--- config.mk ---
export PLATFORM = sky130hd
export DESIGN_NAME = iida_cell
export DESIGN_NICKNAME = d
export VERILOG_FILES = /design/src/hw/rtl/iida_pkg.sv /design/src/hw/rtl/iida_cell.sv
export SDC_FILE = /design/constraint.sdc
export NUM_CORES = 1
export LEC_CHECK = 0
export ABC_AREA = 1
export CAP_MARGIN = 40
export CORE_MARGIN = 2
export CORE_UTILIZATION = 55
export CTS_CLUSTER_SIZE = 25
export DETAILED_ROUTE_END_ITERATION = 7
export DONT_BUFFER_PORTS = 1
export GPL_TIMING_DRIVEN = 0
export PLACE_DENSITY = 0.7
export SYNTH_ARGS = -nofsm -noshare
export SYNTH_HDL_FRONTEND = slang
export SYNTH_SLANG_ARGS = --single-unit
--- constraint.sdc ---
create_clock -name aclk -period 10.75 [get_ports aclk]
set_input_delay 2.15 -clock aclk [delete_from_list [all_inputs] [get_ports aclk]]
set_output_delay 2.15 -clock aclk [all_outputs]
set_load 0.01 [all_outputs]
--- src/hw/rtl/iida_pkg.sv ---
`timescale 1ns / 1ps
`default_nettype none
// ----------------------------------------------------------------------------
// iida_pkg
// Shared types and codes for the indexed insert / delete array.
// ----------------------------------------------------------------------------
package iida_pkg;

    localparam int ElemW   = 32;
    localparam int ModeW   = 3;
    localparam int PosW    = 6;
    localparam int CountW  = 7;
    localparam int StatusW = 2;

    typedef logic signed [ElemW-1:0] elem_t;

    typedef enum logic [ModeW-1:0] {
        MODE_APPEND      = 3'd0,
        MODE_INSERT      = 3'd1,
        MODE_POP         = 3'd2,
        MODE_REMOVE_LAST = 3'd3,
        MODE_REMOVE_AT   = 3'd4
    } mode_t;

    typedef enum logic [StatusW-1:0] {
        ST_DONE     = 2'd0,
        ST_POSITION = 2'd1,
        ST_FULL     = 2'd2,
        ST_EMPTY    = 2'd3
    } status_t;

    // shift_deep: move items away from cell 0, shift_near: move towards it
    typedef struct packed {
        logic shift_deep;
        logic shift_near;
    } cell_ctl_t;

endpackage
`default_nettype wire

--- src/hw/rtl/iida_cell.sv ---
`timescale 1ns / 1ps
`default_nettype none
// ----------------------------------------------------------------------------
// iida_cell
// One storage cell of the chain; holds one element and takes data from
// either neighbour or the incoming value, as the broadcast control says.
// ----------------------------------------------------------------------------
module iida_cell #(
    parameter int CW    = 7,
    parameter int INDEX = 0
) (
    input  wire                      aclk,
    input  wire iida_pkg::cell_ctl_t ctl,
    input  wire [CW-1:0]             thr,
    input  wire iida_pkg::elem_t     value_in,
    input  wire iida_pkg::elem_t     prev_data,
    input  wire iida_pkg::elem_t     next_data,
    output iida_pkg::elem_t          data_out
);
    import iida_pkg::*;

    localparam logic [CW-1:0] MyIndex = CW'(INDEX);

    elem_t data_reg;
    elem_t data_next;

    always_comb begin
        data_next = data_reg;
        if (ctl.shift_deep) begin
            if (MyIndex == thr) begin
                data_next = value_in;
            end else if (MyIndex > thr) begin
                data_next = prev_data;
            end
        end else if (ctl.shift_near) begin
            if (MyIndex >= thr) begin
                data_next = next_data;
            end
        end
    end

    always_ff @(posedge aclk) begin
        data_reg <= data_next;
    end

    assign data_out = data_reg;

endmodule
`default_nettype wire

# Word level (Yosys, flattened, before mapping)
# Index checks and enable logic that the tools add are counted.
# classes
mux,5
reduce_logical,4
eq_ne,1
magnitude_cmp,2
# ops
op,count
32-bit 2-to-1 mux,5
"1-bit by 7-bit greater-or-equal comparator with 1-bit output, first input constant",1
"1-bit by 7-bit > comparator with 1-bit output, first input constant",1
7-bit zero test,1
2-bit nonzero test,2
"3-bit by 1-bit != test with 1-bit output, second input constant",1
3-bit AND reduction,1
# totals
out_inout_bits,32
word_cells,13
ff_bits,32
inputBits,106

# Longest topological paths before layout
# Gate-level depths: netlist (run 1).
# depth
depth_word,4
mapped_depth,7
ltp_nobuf,6

# Worst setup path before layout (run 1)
# Ideal clock, no wire load.
# synth_timing
path_kind,input to register
from,input thr[3]
to,"register data_reg[0] (netlist: data_out[0]), enable pin"
arrival_ns,4.762
cell_stages,4
setup_slack_ns,5.527
path_cell_list,nor2_1 > nand2_2 > buf_4 > nor3_1
# synth_between
elab_chain_cells,3
# synth_lines
item,line,source
from (decl),iida_cell.sv:14,"input wire [CW-1:0] thr,"
1-bit by 7-bit > comparator with 1-bit output (tied with other cells),iida_cell.sv:32,end else if (MyIndex > thr) begin
3-bit by 1-bit != test with 1-bit output (no line) or 2-bit nonzero test (tied branches),n/a,
3-bit AND reduction (no line) *,n/a,
to (signal assigned),iida_cell.sv:43,data_reg <= data_next;
to (decl),iida_cell.sv:24,elem_t data_reg;
# Every way passes the cells marked *; elsewhere a longest branch is shown, timed or not.
# A chain may end at the register's enable or synchronous reset.

# Final worst setup path (run 1)
# layout_timing
from,input thr[6]
to,"register data_reg[3] (netlist: data_out[3]), enable pin"
# Same word-level chain as after synthesis.

==> flow_summary.ini, run 1 <==
[detailed_routing]
route.detailed.drc = 0
vias = 1867
ant_nets = 0
via_per_inst = 5.36
avgRoutedWirePerCell_um = 14.9
wirelength_um = 5200
dr.pass1.iters = 4
dr.first_iter.drc_count = 175

[power_and_ir_drop]
power_density_nw_per_um2 = 107
cellLeakagePower_nw = 1.10
ir_worst_vdd_mv = 0.0564
power_w = 0.000260

[synth]
netlist_area_um2 = 2260
syn_area_per_cell_um2 = 7.81
yosysSeqAreaShare = 0.425
synth_cell_types = 21
yosysWarnings = 0
ys_seq_elements = 32
synth_nets = 395
syn_inst = 289

[die]
die_x_um = 68.1
ios = 138
die_area_um2 = 4630
initial_core_util = 0.569
fp.dieH_um = 68.1
rows = 23
coreArea_um2 = 3970

[layout]
fillers = 356
layout-drive-gt1-share = 0.171
largest_reg_flops = 32
register_area_um2 = 961
num-nets-final = 404
layout_common_cells = 65 x nand2_1, 63 x inv_1, 44 x nand3_1
final_common_cell = nand2_1
finalNonFillerCells = 348
multi_input_area_um2 = 876
syn2layout_area_growth_pct = 7.42
antenna_cells = 0

[global_routing]
grt_pass1_wl_um = 8380
overflow = 0
grt_pass1_vias = 1819
grt_antenna_before_repair = 0
grt_usage = 0.245
grt_max_degree = 13

[cts]
cts.clk_slew.worst_paths_ns = 0.06
cts_setup_buffers = 0
root_buffer = clkbuf_8
holdBufCountCts = 0
cts_tree = built
cts.htree.levels = 2
clock_path_buffers = 2
cts_resized = 0
cts_sinks = 32
cts_made_buffers = 5

[placed_design]
globalplace.congestion = 0.801
port_buffers = 0
dp_cells = 341
dp_slack_ns = 6.77
dp.final_hpwl_um = 4000

[critical_path]
required_ns = 10.73
critPathLaunchType = input port
crit_type = in -> reg
end_kind = flop
cp_data_arrival_time_ns = 3.64
worstPathMaxFanout = 12

[sta]
setup_viol_count_final = 0
slew_violations = 0
fin_hold_ws_ns = 2.06
finalHoldViolCount = 0
finalCritPeriodShare = 0.341
setup_ws_ns = 7.09
worst_slew_pin_slew_ns = 0.907
min_period_ns = 3.66
slew_headroom = 0.392
rsz0062_at_grt = no
tns_ns = 0
fmax_ghz = 0.273

[run_status]
status = finished clean

[job]
drv_cap = 0

[worst_hold_path]
worstHoldPathType = in -> reg
area by class of cell:
cell class / count / area share
clock buffers: 6 / 0.0299
repair buffers: 2 / 0.00928
inverters: 69 / 0.108
well taps: 50 / 0.0258
flip-flops and latches: 32 / 0.396
multi-input cells: 169 / 0.361
plain buffers: 19 / 0.0681
clock inverters: 1 / 0.00206
metrics by stage:
| step | cell area [um^2] | util |
|---|---|---|
| 2_1_floorplan | 2260 | - |
| 3_3_place_gp | 2320 | 0.584 |
| 6_report | 2430 | 0.611 |
| 3_5_place_dp | 2350 | 0.591 |
| 4_1_cts | 2430 | 0.611 |
| 5_1_grt | 2430 | 0.611 |
power by group:
group / switching (W) / internal, W / total [W] / leakage (nW)
Combinational: 0.0000219 / 0.0000131 / 0.0000350 / 0.780
Clock: 0.0000418 / 0.0000439 / 0.0000858 / 0.0410
Sequential: 0.000000569 / 0.000139 / 0.000140 / 0.278
path summary, 6_finish.rpt:
check / start / endpoint / slack (ns) / depth (start not counted)
max: thr[6] / data_out[3] / 7.09 / 5
min: next_data[28] / data_out[28] / 2.06 / 2
worst max-delay path, stage by stage:
cell and delay (ns):
nor2_1 0.11, nand2_2 0.13, buf_6 0.17, nor3_2 0.73, buf_4 0.34
synth_stat cells:
library cell / count / area, um^2
inv_2: 4 / 15.0
nand3_2: 20 / 200
inv_4: 1 / 6.26
nor2_4: 1 / 11.3
nor2_2: 1 / 6.26
nor2_1: 3 / 11.3
nor3_1: 1 / 5.00
buf_12: 2 / 40.0
buf_4: 4 / 30.0
buf_6: 6 / 67.6
buf_2: 1 / 5.00
buf_1: 3 / 11.3
o21ai_1: 31 / 155
nand2_2: 2 / 12.5
clkinv_1: 1 / 3.75
inv_1: 63 / 236
nand3_1: 44 / 220
nand2_1: 65 / 244
o21ai_0: 1 / 5.00
clkbuf_1: 3 / 11.3
edfxtp_1: 32 / 961
metal layers:
layer,wire length (um),track usage,up-vias,share of wire
met1,2050,0.279,855,0.39
li1,-,-,928,-
met5,0,0,-,0
met4,42,0.0825,0,0.0081
met2,2740,0.427,80,0.53
met3,362,0.0855,4,0.070
logic make-up (layout without fill, tap and decap cells):
family / after synthesis / in the layout / synth area share
AO/OA/AOI/OAI: 32 / 32 / 0.0709
AND/OR/NAND/NOR: 137 / 137 / 0.315
flip-flops: 32 / 32 / 0.425
buffers and inverters: 88 / 97 / 0.189
Note: power is estimated with default switching activity, not from simulation.
==> run 2, diff against run 1 <==
- ABC_AREA: 1 -> 0
- clock period: 10.75 -> 3.8 ns (I/O delays scaled with it)
==> run 2 against run 1 <==
Against the previous run:
- die area decreased by 15%
- total power grew to 2.8 times the previous value
- area after synthesis down 16%
- critical path depth up 1
- first-iteration DRC count increased by 2.3%
- highest routed layer unchanged
==> flow_summary.ini, run 2 <==
[run_status]
status = finished clean

[synth]
synth_cell_types = 15
synth_most_common_cell = nor2_1
synth_nets = 308
syn_area_per_cell_um2 = 9.39
synth_edf_count = 32
synth_top_area_cell = edfxtp_1
ys_seq_elements = 32
yosysSeqAreaShare = 0.507
netlist_area_um2 = 1900
synth_top_flop_cell = edfxtp_1
syn_inst = 202
ys_top_cells_by_area = edfxtp_1 51%, o21ai_0 8.4%, nand4b_1 7.4%, o31a_1 7.4%, nor2_1 6.7%
synth_top_area_frac = 0.507
ys_top_cells_by_count = 34 x nor2_1, 32 x edfxtp_1, 32 x o21ai_0
ys_async_sr_fraction = 0
yosysWarnings = 0

[worst_hold_path]
worstHoldPathType = in -> reg

[power_and_ir_drop]
power_density_nw_per_um2 = 350
ir_worst_vdd_mv = 0.282
power_w = 0.000723
cellLeakagePower_nw = 0.673

[critical_path]
cpPeakStageDelay_ns = 0.57
crit_buf_inv = 4
path_common_cell = buf_6
required_ns = 3.83
end_kind = flop
cp_data_arrival_time_ns = 2.68
worstPathMaxFanout = 12
slowest_stage = nor3_4
crit_path_cell_trace = or4_4 > buf_6 > clkbuf_1 > nor3_4 > buf_8 > buf_6
critPathLaunchType = input port
crit_type = in -> reg
critPathTopFamily = simple AND/OR/NAND/NOR gates

[sta]
worst_slew_pin_slew_ns = 0.615
slew_violations = 0
rsz0062_at_grt = no
min_period_ns = 2.65
finalCritPeriodShare = 0.696
fmax_ghz = 0.378
fin_hold_ws_ns = 0.660
setup_viol_count_final = 0
slew_headroom = 0.587
finalHoldViolCount = 0

[detailed_routing]
dr.pass1.iters = 4
wirelength_um = 4700
vias = 1631
dr.first_iter.drc_count = 179
ant_nets = 0
via_per_inst = 6.32
avgRoutedWirePerCell_um = 18.2
route.detailed.drc = 0

[die]
ios = 138
die_x_um = 62.7
initial_core_util = 0.568
rows = 21
coreArea_um2 = 3340
fp.dieH_um = 62.7
die_area_um2 = 3930

[layout]
finalNonFillerCells = 258
largest_reg_flops = 32
final_common_cell = nor2_1
syn2layout_area_growth_pct = 8.97
layout_common_cells = 34 x nor2_1, 32 x o21ai_0, 32 x edfxtp_1
antenna_cells = 0
layout-drive-gt1-share = 0.0708
num-nets-final = 317

[cts]
clock_path_buffers = 2
cts_sinks = 32
cts.htree.levels = 2
cts_tree = built
root_buffer = clkbuf_4
cts_made_buffers = 5
holdBufCountCts = 0
cts.clk_slew.worst_paths_ns = 0.10
cts_resized = 0
cts_setup_buffers = 0

[placed_design]
dp_cells = 250
dp.final_hpwl_um = 3630
globalplace.congestion = 0.806
port_buffers = 0

[global_routing]
grt_antenna_before_repair = 0
grt_max_degree = 13
grt_usage = 0.250
overflow = 0
grt_pass1_vias = 1540
grt_pass1_wl_um = 7570

[job]
drv_cap = 0
## run 2: where the power goes
part	switching, W	internal (W)
sequential	0.00000163	0.000393
combinational	0.0000481	0.0000319
clock	0.000115	0.000134
## run 2: logic make-up after synthesis
| logic type | after synthesis | synth area share |
|---|---|---|
| buffers and inverters | 36 | 0.0805 |
| and+or+nand+nor | 54 | 0.160 |
| AOI/OAI and AO/OA | 80 | 0.253 |
| DFF | 32 | 0.507 |
## run 2: layout make-up
type | count | area, um^2
Clock inverter | 3 | 37.5
Multi-Input combinational cell | 134 | 795
Tap cell | 46 | 57.6
Timing Repair Buffer | 2 | 26.3
Fill cell | 309 | 1270
Buffer | 20 | 92.6
Clock buffer | 5 | 37.5
Sequential cell | 32 | 961
Inverter | 16 | 60.1
## run 2: metal layers
layer,global-route usage,vias to the layer above,part of all wire
met5,0,-,0
met4,0.0917,0,0.020
met3,0.0901,9,0.094
met2,0.395,104,0.48
met1,0.315,742,0.41
li1,-,776,-
## run 2: stage by stage
| step | cell area, um^2 | setup slack, ns | TNS (ns) | utilization |
|---|---|---|---|---|
| 3_5_place_dp | 1990 | 0.782 | 0 | 0.597 |
| 2_1_floorplan | 1900 | 0.416 | 0 | - |
| 4_1_cts | 2070 | 1.13 | 0 | 0.619 |
| 5_1_grt | 2070 | 1.07 | 0 | 0.619 |
| 3_3_place_gp | 1960 | -0.158 | -5.03 | 0.587 |
| 6_report | 2070 | 1.15 | 0 | 0.619 |
## run 2: worst paths after layout
path           from           end  slack [ns]  depth (start not counted)
max          thr[4]  data_out[22]        1.15                          6
min   next_data[30]  data_out[30]        0.66                          2
